### src/scpa_pkg.sv
// ----------------------------------------------------------------------------
// scpa_pkg
// Shared types and fixed constants of the scratch page slot allocator.
// ----------------------------------------------------------------------------
package scpa_pkg;

    // Fixed field widths of the request and result ports.
    localparam int CMD_W    = 1;
    localparam int FRAME_W  = 40;
    localparam int VA_W     = 39;
    localparam int STATUS_W = 2;
    localparam int SLOT_W   = 9;
    localparam int PTE_W    = 52;

    // Page geometry and the top of the scratch window.
    localparam int                PAGE_SHIFT = 12;
    localparam logic [FRAME_W-1:0] PAGE_SIZE  = 40'h00_0000_1000;
    localparam logic [FRAME_W-1:0] WINDOW_TOP = 40'h80_0000_0000;
    localparam logic [1:0]        PTE_FLAGS  = 2'b11;

    // Request opcodes.
    typedef enum logic [CMD_W-1:0] {
        CMD_RESERVE = 1'b0,
        CMD_FREE    = 1'b1
    } t_cmd;

    // Result status codes.
    typedef enum logic [STATUS_W-1:0] {
        STAT_OK       = 2'd0,
        STAT_FULL     = 2'd1,
        STAT_BAD_ADDR = 2'd2
    } t_status;

    // Request sequencer states.
    typedef enum logic {
        ST_IDLE   = 1'b0,
        ST_MODIFY = 1'b1
    } t_state;

endpackage

### src/scratch_page_slot_allocator.sv
// ----------------------------------------------------------------------------
// scratch_page_slot_allocator
// First-fit allocator of scratch virtual page slots below the 512 GiB line.
// ----------------------------------------------------------------------------
// A request is taken when start is high and busy is low. Every request is a
// read-modify-write: the bitmap word it touches is read from the bitmap memory at the
// accepting edge, modified and written back at the next edge, and the result
// is shown on the o_ ports with o_valid for exactly one cycle after that. busy
// is high for the one cycle of the read-modify-write, so a new request can be
// taken in the cycle the previous result is shown. The receiver cannot stall
// the block and must capture the result in its o_valid cycle. The bitmap
// comes out of reset empty at once, with no clearing pass.
// ----------------------------------------------------------------------------
module scratch_page_slot_allocator #(
    parameter int BITMAP_WORDS = 8,
    parameter int WORD_BITS    = 64
) (
    input  logic                          i_clk,
    input  logic                          i_rst_n,
    input  logic                          start,
    output logic                          busy,
    input  logic [scpa_pkg::CMD_W-1:0]    i_command,
    input  logic [scpa_pkg::FRAME_W-1:0]  i_phys_frame,
    input  logic [scpa_pkg::VA_W-1:0]     i_free_virt_addr,
    output logic                          o_valid,
    output scpa_pkg::t_status             o_status,
    output logic [scpa_pkg::SLOT_W-1:0]   o_slot_index,
    output logic [scpa_pkg::PTE_W-1:0]    o_pte_value,
    output logic [scpa_pkg::VA_W-1:0]     o_virt_addr
);
    import scpa_pkg::*;

    localparam int SLOTS  = BITMAP_WORDS * WORD_BITS;
    localparam int WW     = (BITMAP_WORDS > 1) ? $clog2(BITMAP_WORDS) : 1;
    localparam int BW     = $clog2(WORD_BITS);
    localparam int SI_W   = $clog2(SLOTS);
    localparam logic [FRAME_W-1:0] WIN_BASE_F = WINDOW_TOP - FRAME_W'(SLOTS) * PAGE_SIZE;
    localparam logic [VA_W-1:0]    WIN_BASE   = WIN_BASE_F[VA_W-1:0];

    t_state              r_state;
    t_state              n_state;
    logic                acc;
    logic                mem_we;
    logic [WW-1:0]       rd_addr;
    logic [WORD_BITS-1:0] rd_data;
    logic [WORD_BITS-1:0] wr_data;
    logic                any_free;
    logic [WW-1:0]       first_free;

    // Free-address decode signals.
    logic [VA_W-1:0]     dec_offs;
    logic                dec_ok;
    logic [SI_W-1:0]     dec_slot;
    logic [WW-1:0]       dec_word;
    logic [SI_W-1:0]     dec_word_base;
    logic [BW-1:0]       dec_bit;

    // Request registers held through the modify cycle.
    t_cmd                r_cmd;
    logic [FRAME_W-1:0]  r_frame;
    logic [WW-1:0]       r_word;
    logic [BW-1:0]       r_bit;
    logic [SI_W-1:0]     r_slot;
    logic                r_addr_ok;
    logic                r_none_free;

    // Modify-cycle signals.
    logic [BW-1:0]       zero_bit;
    logic [SI_W-1:0]     res_slot;
    logic [SI_W+SLOT_W-1:0] res_slot_ext;
    logic [VA_W-1:0]     res_va;

    // Result registers.
    logic                r_valid;
    t_status             r_status;
    logic [SLOT_W-1:0]   r_slot_index;
    logic [PTE_W-1:0]    r_pte_value;
    logic [VA_W-1:0]     r_virt_addr;

    assign acc = start && !busy;

    // Window check and slot decode of a free address.
    always_comb begin
        dec_offs = i_free_virt_addr - WIN_BASE;
        dec_ok   = (i_free_virt_addr >= WIN_BASE) &&
                   (i_free_virt_addr[PAGE_SHIFT-1:0] == '0);
        dec_slot = dec_offs[PAGE_SHIFT +: SI_W];
        dec_word = '0;
        for (int k = 1; k < BITMAP_WORDS; k++) begin
            if (dec_slot >= SI_W'(k * WORD_BITS)) begin
                dec_word = WW'(k);
            end
        end
        dec_word_base = SI_W'(dec_word) * SI_W'(WORD_BITS);
        dec_bit       = BW'(dec_slot - dec_word_base);
    end

    // Word to read: lowest non-full word on reserve, decoded word on free.
    assign rd_addr = (t_cmd'(i_command) == CMD_RESERVE) ? first_free : dec_word;

    scpa_bitmap_mem #(
        .DEPTH  (BITMAP_WORDS),
        .WIDTH  (WORD_BITS),
        .ADDR_W (WW)
    ) u_mem (
        .i_clk     (i_clk),
        .i_rst_n   (i_rst_n),
        .i_rd_en   (acc),
        .i_rd_addr (rd_addr),
        .o_rd_data (rd_data),
        .i_wr_en   (mem_we),
        .i_wr_addr (r_word),
        .i_wr_data (wr_data)
    );

    scpa_summary #(
        .WORDS  (BITMAP_WORDS),
        .ADDR_W (WW)
    ) u_summary (
        .i_clk        (i_clk),
        .i_rst_n      (i_rst_n),
        .i_upd_en     (mem_we),
        .i_upd_word   (r_word),
        .i_upd_full   (&wr_data),
        .o_any_free   (any_free),
        .o_first_free (first_free)
    );

    // Capture the request at acceptance.
    always_ff @(posedge i_clk) begin
        if (acc) begin
            r_cmd       <= t_cmd'(i_command);
            r_frame     <= i_phys_frame;
            r_word      <= rd_addr;
            r_bit       <= dec_bit;
            r_slot      <= dec_slot;
            r_addr_ok   <= dec_ok;
            r_none_free <= !any_free;
        end
    end

    // Lowest clear bit of the word read back.
    always_comb begin
        zero_bit = '0;
        for (int i = WORD_BITS - 1; i >= 0; i--) begin
            if (!rd_data[i]) begin
                zero_bit = BW'(i);
            end
        end
    end

    // Sequencer state register.
    always_ff @(posedge i_clk) begin
        if (!i_rst_n) begin
            r_state <= ST_IDLE;
        end else begin
            r_state <= n_state;
        end
    end

    // Next state.
    always_comb begin
        n_state = r_state;
        unique case (r_state)
            ST_IDLE:   if (acc) n_state = ST_MODIFY;
            ST_MODIFY: n_state = ST_IDLE;
            default:   n_state = ST_IDLE;
        endcase
    end

    // Sequencer outputs: busy flag and bitmap write-back.
    always_comb begin
        busy    = 1'b0;
        mem_we  = 1'b0;
        wr_data = rd_data;
        unique case (r_state)
            ST_IDLE: begin
                busy = 1'b0;
            end
            ST_MODIFY: begin
                busy = 1'b1;
                if (r_cmd == CMD_RESERVE) begin
                    mem_we  = !r_none_free;
                    wr_data = rd_data | (WORD_BITS'(1) << zero_bit);
                end else begin
                    mem_we  = r_addr_ok;
                    wr_data = rd_data & ~(WORD_BITS'(1) << r_bit);
                end
            end
            default: begin
                busy = 1'b0;
            end
        endcase
    end

    // Slot of a reserved or freed slot, and address of a reserved slot.
    always_comb begin
        if (r_cmd == CMD_RESERVE) begin
            res_slot = SI_W'(r_word) * SI_W'(WORD_BITS) + SI_W'(zero_bit);
        end else begin
            res_slot = r_slot;
        end
        res_slot_ext = (SI_W + SLOT_W)'(res_slot);
        res_va       = WIN_BASE + (VA_W'(res_slot) << PAGE_SHIFT);
    end

    // Result registers, loaded at the end of the modify cycle.
    always_ff @(posedge i_clk) begin
        if (!i_rst_n) begin
            r_valid <= 1'b0;
        end else begin
            r_valid <= (r_state == ST_MODIFY);
        end
    end

    always_ff @(posedge i_clk) begin
        if (r_state == ST_MODIFY) begin
            if (r_cmd == CMD_RESERVE && r_none_free) begin
                r_status     <= STAT_FULL;
                r_slot_index <= '0;
                r_pte_value  <= '0;
                r_virt_addr  <= '0;
            end else if (r_cmd == CMD_RESERVE) begin
                r_status     <= STAT_OK;
                r_slot_index <= res_slot_ext[SLOT_W-1:0];
                r_pte_value  <= {r_frame, {(PAGE_SHIFT - 2){1'b0}}, PTE_FLAGS};
                r_virt_addr  <= res_va;
            end else if (!r_addr_ok) begin
                r_status     <= STAT_BAD_ADDR;
                r_slot_index <= '0;
                r_pte_value  <= '0;
                r_virt_addr  <= '0;
            end else begin
                r_status     <= STAT_OK;
                r_slot_index <= res_slot_ext[SLOT_W-1:0];
                r_pte_value  <= '0;
                r_virt_addr  <= '0;
            end
        end
    end

    assign o_valid      = r_valid;
    assign o_status     = r_status;
    assign o_slot_index = r_slot_index;
    assign o_pte_value  = r_pte_value;
    assign o_virt_addr  = r_virt_addr;

    // A result appears in the cycle after each modify cycle.
    a_result_timing: assert property (@(posedge i_clk) disable iff (!i_rst_n)
        (r_state == ST_MODIFY) |=> o_valid)
        else $error("result strobe missing after modify cycle");

    a_no_stray_result: assert property (@(posedge i_clk) disable iff (!i_rst_n)
        o_valid |-> $past(r_state == ST_MODIFY))
        else $error("result strobe without a request");

    // The summary must never point a reserve at a word that is already full.
    a_summary_consistent: assert property (@(posedge i_clk) disable iff (!i_rst_n)
        (r_state == ST_MODIFY && r_cmd == CMD_RESERVE && !r_none_free)
            |-> !(&rd_data))
        else $error("summary selected a full bitmap word");

    // A reserve write-back claims exactly one new slot.
    a_reserve_one_bit: assert property (@(posedge i_clk) disable iff (!i_rst_n)
        (mem_we && r_cmd == CMD_RESERVE)
            |-> ($countones(wr_data) == $countones(rd_data) + 1))
        else $error("reserve changed other than one bit");

endmodule

### src/scpa_bitmap_mem.sv
// ----------------------------------------------------------------------------
// scpa_bitmap_mem
// Occupancy bitmap storage: one write port, one read port with a registered
// read, and a valid bit per word so that unwritten words read as all free.
// ----------------------------------------------------------------------------
module scpa_bitmap_mem #(
    parameter int DEPTH  = 8,
    parameter int WIDTH  = 64,
    parameter int ADDR_W = 3
) (
    input  logic              i_clk,
    input  logic              i_rst_n,
    input  logic              i_rd_en,
    input  logic [ADDR_W-1:0] i_rd_addr,
    output logic [WIDTH-1:0]  o_rd_data,
    input  logic              i_wr_en,
    input  logic [ADDR_W-1:0] i_wr_addr,
    input  logic [WIDTH-1:0]  i_wr_data
);

    logic [WIDTH-1:0] mem [DEPTH];
    logic [DEPTH-1:0] r_word_vld;
    logic [WIDTH-1:0] r_rd_data;
    logic             r_rd_vld;

    // Storage array: written and read in a clocked block.
    always_ff @(posedge i_clk) begin
        if (i_wr_en) begin
            mem[i_wr_addr] <= i_wr_data;
        end
        if (i_rd_en) begin
            r_rd_data <= mem[i_rd_addr];
        end
    end

    // Per-word valid bits and the registered validity of the last read.
    always_ff @(posedge i_clk) begin
        if (!i_rst_n) begin
            r_word_vld <= '0;
            r_rd_vld   <= 1'b0;
        end else begin
            if (i_wr_en) begin
                r_word_vld[i_wr_addr] <= 1'b1;
            end
            if (i_rd_en) begin
                r_rd_vld <= r_word_vld[i_rd_addr];
            end
        end
    end

    // A word never written holds no used slots.
    assign o_rd_data = r_rd_vld ? r_rd_data : '0;

endmodule

### src/scpa_summary.sv
// ----------------------------------------------------------------------------
// scpa_summary
// Per-word full flags of the bitmap and the search for the lowest word that
// still has a free slot.
// ----------------------------------------------------------------------------
module scpa_summary #(
    parameter int WORDS  = 8,
    parameter int ADDR_W = 3
) (
    input  logic              i_clk,
    input  logic              i_rst_n,
    input  logic              i_upd_en,
    input  logic [ADDR_W-1:0] i_upd_word,
    input  logic              i_upd_full,
    output logic              o_any_free,
    output logic [ADDR_W-1:0] o_first_free
);

    logic [WORDS-1:0] r_full;

    // Flag update on every bitmap write-back.
    always_ff @(posedge i_clk) begin
        if (!i_rst_n) begin
            r_full <= '0;
        end else if (i_upd_en) begin
            r_full[i_upd_word] <= i_upd_full;
        end
    end

    // Lowest word whose flag is clear.
    always_comb begin
        o_first_free = '0;
        for (int i = WORDS - 1; i >= 0; i--) begin
            if (!r_full[i]) begin
                o_first_free = ADDR_W'(i);
            end
        end
    end

    assign o_any_free = ~(&r_full);

endmodule
### config.mk
export PLATFORM = sky130hd
export DESIGN_NAME = scratch_page_slot_allocator
export DESIGN_NICKNAME = d
export VERILOG_FILES = /design/src/scpa_pkg.sv /design/src/scratch_page_slot_allocator.sv /design/src/scpa_bitmap_mem.sv /design/src/scpa_summary.sv
export SDC_FILE = /design/constraint.sdc
export NUM_CORES = 1
export LEC_CHECK = 0
export ABC_AREA = 1
export ABC_CLOCK_PERIOD_IN_PS = 13800
export BUFFER_PORTS_ARGS = -buffer_cell sky130_fd_sc_hd__buf_2
export CORE_UTILIZATION = 40
export DETAILED_ROUTE_END_ITERATION = 16
export PLACE_DENSITY = 0.57
export SKIP_CTS_REPAIR_TIMING = 1
export SLEW_MARGIN = 10
export SYNTH_ARGS = -nofsm -noshare
export SYNTH_HDL_FRONTEND = slang
export SYNTH_HIERARCHICAL = 1
export SYNTH_SLANG_ARGS = --single-unit
### constraint.sdc
create_clock -name i_clk -period 13.8 [get_ports i_clk]
set_clock_uncertainty 0.1 [all_clocks]
set_input_delay 0.69 -clock i_clk [delete_from_list [all_inputs] [get_ports i_clk]]
set_output_delay 0.69 -clock i_clk [all_outputs]
set_load 0.05 [all_outputs]
Yosys cells after proc, flatten, opt, wreduce, memory -nomap -nowiden
Memory sizes are Yosys's and may differ from the RTL's. A register that Yosys moved wholly into a read port is not among the register bits. Index checks and enable logic that the tools add are counted.

Output and inout port bits: 104. Memories kept: 1. Memory bits (writable): 512. Bits in registers: 182. Word-level logic and storage cells: 154. Input bits: 83.

Order comparisons: 11. Reductions and logical operators: 11. Mux-type cells: 101. Bitwise gates (word level): 6. $add $sub $neg: 4. Shift operators: 2.

Memories: u_mem.mem (depth 8, width 64, read ports 1, clocked after Yosys merged registers in 1, write ports 1, RTL line scpa_bitmap_mem.sv:21) `logic [WIDTH-1:0] mem [DEPTH];`.

Operator list (count): two-way mux 6 bit (64); two-way mux 64 bit (3); left shift 1 x 6 -> 64 bit (first input constant) (2); bitwise AND 64 bit (1); inverter 64 bit (1); bitwise OR 64 bit (1); AND reduction 64 bit (1); greater-or-equal comparator 39 bit (second input constant) (1); two-way mux 3 bit (13); greater-or-equal comparator 9 bit (second input constant) (4); two-way mux 9 bit (3); adder 22 x 22 -> 23 bit (first input constant) (1); subtractor 21 x 1 -> 21 bit (second input constant) (1); greater-or-equal comparator 9 x 8 -> 1 bit (second input constant) (2); zero test 12 bit (1); adder 9 x 6 -> 9 bit (1); greater-or-equal comparator 9 x 7 -> 1 bit (second input constant) (1); two-way mux 1 bit (9); bitwise mux 8 bit (1); < comparator 3 x 4 -> 1 bit (second input constant) (2); two-way mux 2 bit (4); bitwise OR 8 bit (1); AND reduction 8 bit (1); subtractor 6 x 1 -> 6 bit (second input constant) (1); 8 further kinds (15).

Longest topological paths before layout
Gate-level depths: netlist (run 1).

Depth after elaboration: 71. Depth in mapped cells: 80. Mapped depth without buffers: 78.

Modules after synthesis
Netlist (run 1), hierarchy kept.

Modules (own cells, without submodules): scpa_bitmap_mem (area each 22515.3 um^2, instances 1, cells an instance 1717); scratch_page_slot_allocator (area each 6996.7 um^2, instances 1, cells an instance 870); scpa_summary (area each 436.7 um^2, instances 1, cells an instance 67).

Worst setup path before layout (run 1)
No wires, ideal clock.

Kind: register to register. Start: register r_state. End: register u_mem.r_rd_vld. Period minus slack after synthesis: 7.421 ns. Required time: 13.578 ns. Data arrival time: 7.198 ns. Stages on the path, launching flop included: 4. Setup slack: 6.379 ns. Path through: dfxtp_1 nor2_1 o21ai_0 a21oi_1.

Word-level cells in the longest chain between the ends: 4.

RTL lines: start, declared (RTL line scratch_page_slot_allocator.sv:40) `t_state r_state;`; start signal, assigned (RTL line scratch_page_slot_allocator.sv:157) `r_state <= n_state;`; inverter 1 bit; one-hot mux 1 bit (2 select lines) * (RTL line scratch_page_slot_allocator.sv:176) `unique case (r_state)`; zero test 1 bit * (RTL line scratch_page_slot_allocator.sv:80) `assign acc = start && !busy;`; logical AND 1 bit * (RTL line scratch_page_slot_allocator.sv:80); named net acc (RTL line scratch_page_slot_allocator.sv:42) `logic acc;`; end signal, assigned (RTL line scpa_bitmap_mem.sv:46) `r_rd_vld <= r_word_vld[i_rd_addr];`; end, declared (RTL line scpa_bitmap_mem.sv:24) `logic r_rd_vld;`.

The timed path passes the listed nets; every way through them passes the cells marked *. A chain may end at the register's enable or synchronous reset.

Final worst setup path (run 1)
Start: register u_mem.r_rd_vld. End: register u_summary.r_full[2].

Word-level cells in the longest chain between the ends: 71. Elaborated cells between the ends (all ways): 72. Those cells by class: shift: 1; mux: 68; bitwise: 2; reduce/logical: 1.

RTL lines: two-way mux 64 bit (RTL line scpa_bitmap_mem.sv:52) `assign o_rd_data = r_rd_vld ? r_rd_data : '0;`; named net rd_data[63] (RTL line scratch_page_slot_allocator.sv:45) `logic [WORD_BITS-1:0] rd_data;`; two-way mux 6 bit (64 in a row) (RTL line scratch_page_slot_allocator.sv:146) `if (!rd_data[i]) begin`; left shift 1 x 6 -> 64 bit (RTL line scratch_page_slot_allocator.sv:184) `wr_data = rd_data | (WORD_BITS'(1) << zero_bit);`; bitwise OR 64 bit (RTL line scratch_page_slot_allocator.sv:184); two-way mux 64 bit (RTL line scratch_page_slot_allocator.sv:182) `if (r_cmd == CMD_RESERVE) begin`; two-way mux 64 bit (RTL line scratch_page_slot_allocator.sv:176); named net wr_data[60] (RTL line scratch_page_slot_allocator.sv:46) `logic [WORD_BITS-1:0] wr_data;`; AND reduction 64 bit (RTL line scratch_page_slot_allocator.sv:124) `.i_upd_full (&wr_data),`; bitwise mux 8 bit (RTL line scpa_summary.sv:26) `r_full[i_upd_word] <= i_upd_full;`; end signal, assigned by index (RTL line scpa_summary.sv:26); end, declared (RTL line scpa_summary.sv:19) `logic [WORDS-1:0] r_full;`.

The timed path passes the listed nets, and every way through them passes these cells.

==> results of run 1 <==
-- worst reg2reg max path, delay by kind of cell (launching register included) --
family	cells	cell delay, ps
buf+inv	3	680
simple gates	75	5410
compound gates	1	180
flops	1	310
-- power by group through the flow --
| stage | clock [mW] | combinational (mW) | sequential [mW] |
|---|---|---|---|
| global route | 2.05 | 0.360 | 2.46 |
| CTS | 1.97 | 0.330 | 2.45 |
| floorplan | 0 | 0.205 | 2.52 |
| detailed placement | 0 | 0.329 | 2.50 |
| global placement | 0 | 0.325 | 2.50 |
| finish | 1.93 | 0.330 | 2.45 |
-- metal layers --
metal | wire length, um | up-vias | global-route usage (%)
li1 | - | 9416 | -
met1 | 34800 | 9991 | 28.2
met2 | 38900 | 877 | 35.3
met3 | 6030 | 159 | 3.69
met4 | 2490 | 0 | 7.55
met5 | 0 | - | 0
-- worst max-delay path by stage --
stage,slack (ps),cells past startpoint,endpoint
finish,7050,79,u_summary/r_full[2]
global placement,7100,77,u_summary/r_full[2]
detailed placement,7210,77,u_summary/r_full[2]
floorplan,6380,3,u_mem/r_rd_vld
CTS,7160,77,u_summary/r_full[2]
global route,6240,79,u_summary/r_full[0]
-- state kept, by name, summed over array words and instances (netlist names), 4 cells and up --
| signal | cells |
|---|---|
| r_slot | 4 |
| u_mem/r_word_vld | 8 |
| o_pte_value | 41 |
| o_slot_index | 9 |
| o_virt_addr | 10 |
| u_summary/r_full | 8 |
| r_bit | 5 |
| r_frame | 40 |
| u_mem/mem | 512 |
| u_mem/r_rd_data | 64 |
-- layout make-up --
class	count	area, um2	share of cell area [%]
Clock buffer	102	2040	6.04
Inverter	185	702	2.08
Clock inverter	37	303	0.896
Multi-Input combinational cell	1602	7270	21.5
Antenna cell	1	2.50	0.00740
Tap cell	959	1200	3.55
Timing Repair Buffer	200	1090	3.23
Sequential cell	712	21200	62.7
-- through the flow --
| stage | utilization (%) | cells | hold WS [ps] |
|---|---|---|---|
| 2_1_floorplan | - | 2675 | 340 |
| 3_3_place_gp | 42.8 | 3658 | 349 |
| 3_5_place_dp | 42.8 | 3658 | 360 |
| 4_1_cts | 45.9 | 3797 | 103 |
| 5_1_grt | 45.9 | 3798 | 111 |
| 6_report | 45.9 | 3798 | 142 |
-- cell usage after synthesis, drive strengths merged --
| cell type | count |
|---|---|
| a211oi | 1 |
| a21oi | 17 |
| a31o | 1 |
| a31oi | 3 |
| and3 | 2 |
| buf | 94 |
| clkbuf | 82 |
| clkinv | 1 |
| conb | 1 |
| dfxtp | 19 |
| edfxtp | 693 |
| inv | 184 |
| mux2 | 3 |
| nand2 | 518 |
| nand3 | 98 |
| nand3b | 1 |
| nand4 | 24 |
| nor2 | 443 |
| nor3 | 8 |
| nor4 | 3 |
| o211ai | 1 |
| o21a | 1 |
| o21ai | 318 |
| o21bai | 1 |
| o22ai | 133 |
| o41ai | 1 |
| or2 | 2 |
| or4 | 1 |
-- kinds of logic (layout without fill, tap and decap cells) --
kind of cell | count (synthesis) | after routing | share of synthesized area, %
AOI/OAI and AO/OA | 477 | 477 | 8.65
buffers and inverters | 361 | 524 | 5.53
DFF | 712 | 712 | 70.8
muxes | 3 | 3 | 0.113
other | 1 | 23 | 0.0125
and+or+nand+nor | 1100 | 1100 | 14.9
==> impl_metrics.toml, run 1 <==
[placement]
hpwl_um = 48900
gp_congestion = 0.999
place_area_um2 = 31500
dp_slack_ps = 7210
port_buffers = 164

[power]
vdd_drop_max_v = 0.0000787
internal_power_mw = 3.62
sw_frac_of_total_pct = 23.2
p_leak_nw = 12.5
p_per_area_nw_per_um2 = 139
design_power_total_mw = 4.71
pwr-share-clk_pct = 41.0
p_seq_share_pct = 52.0
comb_power_share_pct = 7.0
switchingPower_mw = 1.10

[yosys]
synth_seq_cells = 712
avgSynthCellArea_um2 = 11.3
syn_inst = 2654
synth_cell_types = 45
synthTopCellsByArea = "edfxtp_1 69%, nand2_1 6.4%, nor2_1 5.3%, o21ai_0 5.1%, o22ai_1 2.8%"
seq_area_frac_synth_pct = 70.8
ys_warn_count = 6
syn-cell-area_um2 = 29900
yosysTopAreaCell = "edfxtp_1"
synth_top_area_share_pct = 69.5

[drt]
drt_iter0_drc = 1918
ant_nets = 0
vias_per_cell = 5.38
first_pass_iters = 6
num_vias = 20443
drt-total-wl_um = 82200
wl_per_cell_um = 21.6
drc = 0

[timing]
worstMarginPinSlew_ps = 1050
fmax_mhz = 148
fin_setup_tns_ps = 0
fin_crit_ps = 6750
maxSlewHeadroom_pct = 29.3
timing_hold_violations_final = 0
setup_viol = 0
rsz0062_at_grt = "no"
slew_violations = 0
min_period_over_period_pct = 48.9
setup_ws_ps = 7050

[clock_tree]
clk-insertion-delay-late_ps = 630
cts_tree = "yes"
clkSinkCount = 712
clk_path_buf_depth = 3
numCtsBuffers = 76
clk_pin_slew_ps = 70
root_buffer = "clkbuf_16"
cts-htree-levels = 3

[worst_setup_path]
cp.arrival_ps = 7210
reg2reg_slack_ps = 7050
critPathSlowestCell = "buf_4"
critPathMaxFanout = 65
r2r_start = "u_mem/r_rd_vld"
slowest_delay_ps = 500
crit_required_ps = 14250
reg2reg_to = "u_summary/r_full[2]"
crit_buf_inv = 3
critPathTopFamily = "simple AND/OR/NAND/NOR gates"
crit_start = "u_mem/r_rd_vld"
cpMostUsedCell = "nand2_1"
critPathLaunchType = "flip-flop"
path_class = "reg -> reg"
reg2reg_depth = 79
end_kind = "flip-flop"

[run]
cap_violations = 0

[floorplanning]
die_area_um2 = 76000
ios = 187
row_count = 99
core_um2 = 73600
die_x_um = 276
die_h_um = 276
initial_core_util_pct = 40.7

[cells_and_area]
drive_gt1_share_pct = 12.8
syn_to_final_growth_pct = 12.9
layout.nets = 2860
layout_common_cells = "693 x edfxtp_1, 510 x nand2_1, 415 x nor2_1"
nFillCells = 6655
final_common_cell = "edfxtp_1"
stdcell_area_um2 = 33800

[worst_hold_path]
whs_endpoint = "r_frame[5]"
hp-start = "i_phys_frame[5]"
min_path_type = "in -> reg"
min_path_cells = 1

[global_route]
grtUsageTotal_pct = 21.3
grt_antenna_before_repair = 1
grt_pass1_vias = 19405
grt_pass1_wl_um = 121000
grt_max_degree = 102
gr-total-overflow = 0

[status]
outcome = "finished clean"
Note: power is estimated with default switching activity, not from simulation.
==> run 2, diff against run 1 <==
--- a/config.mk
+++ b/config.mk
@@ -6,7 +6,7 @@
 export NUM_CORES = 1
 export LEC_CHECK = 0
 export ABC_AREA = 1
-export ABC_CLOCK_PERIOD_IN_PS = 13800
+export ABC_CLOCK_PERIOD_IN_PS = 7000
 export BUFFER_PORTS_ARGS = -buffer_cell sky130_fd_sc_hd__buf_2
 export CORE_UTILIZATION = 40
 export DETAILED_ROUTE_END_ITERATION = 16
==> constraint.sdc (replaced) <==
create_clock -name i_clk -period 7 [get_ports i_clk]
set_clock_uncertainty 0.1 [all_clocks]
set_input_delay 0.35 -clock i_clk [delete_from_list [all_inputs] [get_ports i_clk]]
set_output_delay 0.35 -clock i_clk [all_outputs]
set_load 0.05 [all_outputs]
==> run 2 against run 1 <==
Sequential share of layout area decreased by 1.4 points; fmax increased by 10%; combinational power increased by 110%; critical endpoint is now u_summary/r_full[4].
==> impl_metrics.toml, run 2 (synthesis results as in run 1) <==
[status]
outcome = "finished clean"

[worst_hold_path]
min_path_type = "in -> reg"
min_path_cells = 4

[cells_and_area]
layout_common_cells = "693 x edfxtp_1, 491 x nand2_1, 415 x nor2_1"
final_common_cell = "edfxtp_1"
antennaDiodeCount = 0
drive_gt1_share_pct = 13.3
syn_to_final_growth_pct = 15.4
largest_reg_flops = 512
layout.nets = 2912
final_cells = 3845
nFillCells = 6619
largest-register = "u_mem/mem"

[power]
pwr-share-clk_pct = 42.0
sw_frac_of_total_pct = 22.6
internal_power_mw = 7.36
switchingPower_mw = 2.15
p_per_area_nw_per_um2 = 275
p_leak_nw = 12.8
p_seq_share_pct = 50.8
comb_power_share_pct = 7.2
vdd_drop_max_v = 0.000168

[timing]
rsz0062_at_grt = "no"
timing_hold_violations_final = 0
worstMarginPinSlew_ps = 1310
fin_setup_tns_ps = 0
slew_violations = 0
maxSlewHeadroom_pct = 12.9
setup_viol = 0
min_period_over_period_pct = 87.4
fin_crit_ps = 6120
fmax_mhz = 163

[placement]
hpwl_um = 48300
port_buffers = 164
gp_congestion = 0.979
dp.cells = 3658

[drt]
first_pass_iters = 6
vias_per_cell = 5.40
ant_nets = 0
drt-total-wl_um = 82500
drt_iter0_drc = 2325
num_vias = 20752
wl_per_cell_um = 21.4
drc = 0

[clock_tree]
cts_tree = "yes"
numCtsBuffers = 74
clk_pin_slew_ps = 70
cts-htree-levels = 3
clkSinkCount = 712
clk_path_buf_depth = 3
root_buffer = "clkbuf_16"
clk-insertion-delay-late_ps = 630

[global_route]
grt_max_degree = 203
grt_pass1_wl_um = 121000
grt_antenna_before_repair = 3
gr-total-overflow = 0
grtUsageTotal_pct = 21.3
grt_pass1_vias = 19824

[floorplanning]
row_count = 99
ios = 187
die_h_um = 276
die_area_um2 = 76000
initial_core_util_pct = 40.7
die_x_um = 276
core_um2 = 73600

[worst_setup_path]
path_class = "reg -> reg"
critPathMaxFanout = 20
crit_required_ps = 7460
slowest_delay_ps = 460
cpMostUsedCell = "nand2_1"
end_kind = "flip-flop"
critPathSlowestCell = "dfxtp_4"
critPathLaunchType = "flip-flop"
cp.arrival_ps = 6570
reg2reg_depth = 76

[run]
cap_violations = 0
==> run 2: area by class of cell <==
type	instances	area [um2]	area share (%)
flip-flops and latches	712	21200	61.3
repair buffers	254	1670	4.82
clock buffers	103	2120	6.13
multi-input cells	1602	7330	21.2
well taps	959	1200	3.47
clock inverters	30	343	0.992
inverters	185	702	2.03
==> run 2: routing by layer <==
layer  part of all wire [%]  GRT usage [%]  vias up
li1                       -              -     9521
met2                     46           34.1      904
met1                     43           28.9    10165
met5                      0              0        -
met3                    8.0           4.31      162
met4                    3.0           7.40        0
==> run 2: power by group through the flow <==
stage | Clock (mW) | Sequential (mW) | Combinational, mW
after floorplan | 0 | 4.97 | 0.405
after global placement | 0 | 4.93 | 0.640
after detailed placement | 0 | 4.93 | 0.652
after CTS | 4.07 | 4.84 | 0.655
after global routing | 4.22 | 4.84 | 0.747
final | 3.99 | 4.84 | 0.685
==> run 2: path summary, 6_finish.rpt <==
check	startpoint	endpoint	slack, ps
worst max register to register	u_mem/r_rd_vld	u_summary/r_full[4]	880
worst min register to register	u_mem/r_word_vld[6]	u_mem/r_word_vld[6]	370
worst min-delay path	i_free_virt_addr[5]	r_addr_ok	10
worst max-delay path	u_mem/r_rd_vld	u_summary/r_full[4]	880
==> run 2: through the flow <==
step / power, mW / cell area (um2) / hold slack, ps / setup slack, ps / utilization (%)
finish: 9.51 / 34600 / 11.5 / 880 / 47.0
global route: 9.81 / 34600 / 3.22 / 1.28 / 47.0
CTS: 9.56 / 34000 / -238 / 678 / 46.2
detailed placement: 5.58 / 31500 / 360 / 752 / 42.8
global placement: 5.57 / 31500 / 350 / 733 / 42.8
floorplan: 5.37 / 30000 / 340 / 287 / -
==> run 2: critical path, delay by kind of cell, from the launching register on <==
family          cells  cell delay (ps)
buf+inv             2              160
flops               1              460
compound gates      2              550
simple gates       72             4760
==> run 3, diff against run 2 <==
--- a/config.mk
+++ b/config.mk
@@ -5,12 +5,13 @@
 export SDC_FILE = /design/constraint.sdc
 export NUM_CORES = 1
 export LEC_CHECK = 0
-export ABC_AREA = 1
 export ABC_CLOCK_PERIOD_IN_PS = 7000
 export BUFFER_PORTS_ARGS = -buffer_cell sky130_fd_sc_hd__buf_2
+export CELL_PAD_IN_SITES_DETAIL_PLACEMENT = 0
+export CELL_PAD_IN_SITES_GLOBAL_PLACEMENT = 2
 export CORE_UTILIZATION = 40
 export DETAILED_ROUTE_END_ITERATION = 16
-export PLACE_DENSITY = 0.57
+export PLACE_DENSITY = 0.72
 export SKIP_CTS_REPAIR_TIMING = 1
 export SLEW_MARGIN = 10
 export SYNTH_ARGS = -nofsm -noshare
==> run 3 against run 2 <==
Worst setup slack better by 190 ps; clock power fell by 3%; area after synthesis is 2.1% lower; core utilization increased by 0.67 points.
==> impl_metrics.toml, run 3 <==
[global_route]
grtUsageTotal_pct = 20.8
grt_antenna_before_repair = 2
grt_pass1_wl_um = 113000
gr-total-overflow = 0
grt_pass1_vias = 16478
grt_max_degree = 123

[clock_tree]
numCtsBuffers = 76
clk_path_buf_depth = 3
clk_pin_slew_ps = 60
cts_tree = "yes"
clkSinkCount = 712
cts-htree-levels = 3
root_buffer = "clkbuf_16"
clk-insertion-delay-late_ps = 630

[timing]
fin_crit_ps = 5930
setup_viol = 0
fmax_mhz = 169
slew_violations = 0
worstMarginPinSlew_ps = 1210
min_period_over_period_pct = 84.7
rsz0062_at_grt = "no"
setup_ws_ps = 1070
maxSlewHeadroom_pct = 18.7
timing_hold_violations_final = 0
hold_ws_ps = 5.86
fin_setup_tns_ps = 0

[placement]
dp_slack_ps = 1280
dp.cells = 2747
port_buffers = 164
hpwl_um = 49200
place_area_um2 = 31400
gp_congestion = 0.994

[cells_and_area]
largest_reg_flops = 512
layout.nets = 2008
largest-register = "u_mem/mem"
multi_input_area_um2 = 7620
syn_to_final_growth_pct = 17.0
final_common_cell = "edfxtp_1"
antennaDiodeCount = 0
post-route-util_pct = 47.6
final_cells = 2934
seq_area_um2 = 21200
layout_common_cells = "693 x edfxtp_1, 164 x buf_2, 129 x mux4_2"
stdcell_area_um2 = 34300
drive_gt1_share_pct = 28.2
nFillCells = 6159

[worst_setup_path]
critPathMaxFanout = 58
reg2reg_slack_ps = 1070
r2r_start = "u_mem/r_rd_vld"
critPathSlowestCell = "dfxtp_2"
path_class = "reg -> reg"
end_kind = "flip-flop"
path_cells = "buf_4 > and2_1 > and2_1 > o211ai_1 > a2111o_1 > a311o_1 > nand3_1 > nand2_1 > o31ai_1 > buf_4 > nand4_1 > nor4_1 > and4_1 > nand2_4 > o41ai_1"
slowest_delay_ps = 940
crit_required_ps = 7410
cp.arrival_ps = 6340
crit_start = "u_mem/r_rd_vld"
critPathLaunchType = "flip-flop"

[power]
pwr-share-clk_pct = 41.9
switchingPower_mw = 2.02
comb_power_share_pct = 5.9
vdd_drop_max_v = 0.000196
design_power_total_mw = 9.23
p_per_area_nw_per_um2 = 269
internal_power_mw = 7.21
sw_frac_of_total_pct = 21.9
p_seq_share_pct = 52.2
p_leak_nw = 11.3

[yosys]
avgSynthCellArea_um2 = 17.7
yosysTopAreaCell = "edfxtp_1"
synth_most_common_cell = "edfxtp_1"
async_reset_ff_share_pct = 0
seq_area_frac_synth_pct = 72.3
synth_seq_cells = 712
synth_cell_types = 78
synth_edf_count = 693
synth_flop_cell = "edfxtp_1"
synth_top_area_share_pct = 71.0
netlist_top_cells_count = "693 x edfxtp_1, 129 x mux4_2, 114 x and2_1"
syn_inst = 1653
ys_warn_count = 6
syn-cell-area_um2 = 29300
synthTopCellsByArea = "edfxtp_1 71%, mux4_2 9.9%, mux2_2 2.6%, and2_1 2.4%, o21ai_0 1.6%"

[worst_hold_path]
hp-start = "i_free_virt_addr[4]"
min_path_type = "in -> reg"

[run]
cap_violations = 0

[drt]
drt-total-wl_um = 77500
drc = 0
ant_nets = 0
vias_per_cell = 5.61
drt_iter0_drc = 1546
wl_per_cell_um = 26.4
first_pass_iters = 6
num_vias = 16446

[floorplanning]
row_count = 98
core_um2 = 72000
die_x_um = 273
die_h_um = 273
initial_core_util_pct = 40.7
die_area_um2 = 74400
ios = 187

[status]
outcome = "finished clean"
==> run 3: cell families (layout without fill, tap and decap cells) <==
kind of cell | count (synthesis) | in the layout | synth area share, %
buf+inv | 119 | 429 | 2.37
mux | 202 | 202 | 12.7
flops | 712 | 712 | 72.3
simple gates | 408 | 408 | 7.85
compound gates | 211 | 211 | 4.80
other cells | 1 | 22 | 0.0128
==> run 3: final cells by class <==
type                       instances  share of cell area [%]
tap                              950                    3.47
inverter                          17                   0.186
clock inverter                    40                    1.15
clock buffer                      97                    5.90
multi-input combinational        843                    22.2
sequential                       712                    61.8
timing repair buffer             275                    5.26
==> run 3: worst max-delay path: cells and delay by family (launching register included) <==
| kind | cells | cell delay [ps] |
|---|---|---|
| compound gates | 5 | 1710 |
| simple gates | 8 | 2510 |
| buf+inv | 2 | 470 |
| flops | 1 | 940 |
==> run 3: worst paths after layout <==
path | cells past startpoint | end
worst max-delay path | 15 | u_summary/r_full[2]
worst min-delay path | 4 | r_addr_ok
worst max register to register | 15 | u_summary/r_full[2]
worst min register to register | 1 | u_mem/r_word_vld[4]
==> run 3: per-layer routing <==
| metal | vias up | track usage (%) | routed length [um] |
|---|---|---|---|
| li1 | 7158 | - | - |
| met5 | - | 0 | 0 |
| met1 | 8515 | 29.1 | 34100 |
| met2 | 672 | 32.9 | 36600 |
| met3 | 101 | 3.81 | 5000 |
| met4 | 0 | 6.58 | 1770 |
==> run 3: power by group through the flow <==
stage / Sequential (mW) / Clock [mW] / Combinational [mW]
2_1_floorplan: 4.93 / 0 / 0.326
3_3_place_gp: 4.91 / 0 / 0.520
3_5_place_dp: 4.91 / 0 / 0.526
4_1_cts: 4.82 / 3.96 / 0.528
5_1_grt: 4.83 / 4.12 / 0.582
6_report: 4.82 / 3.86 / 0.545
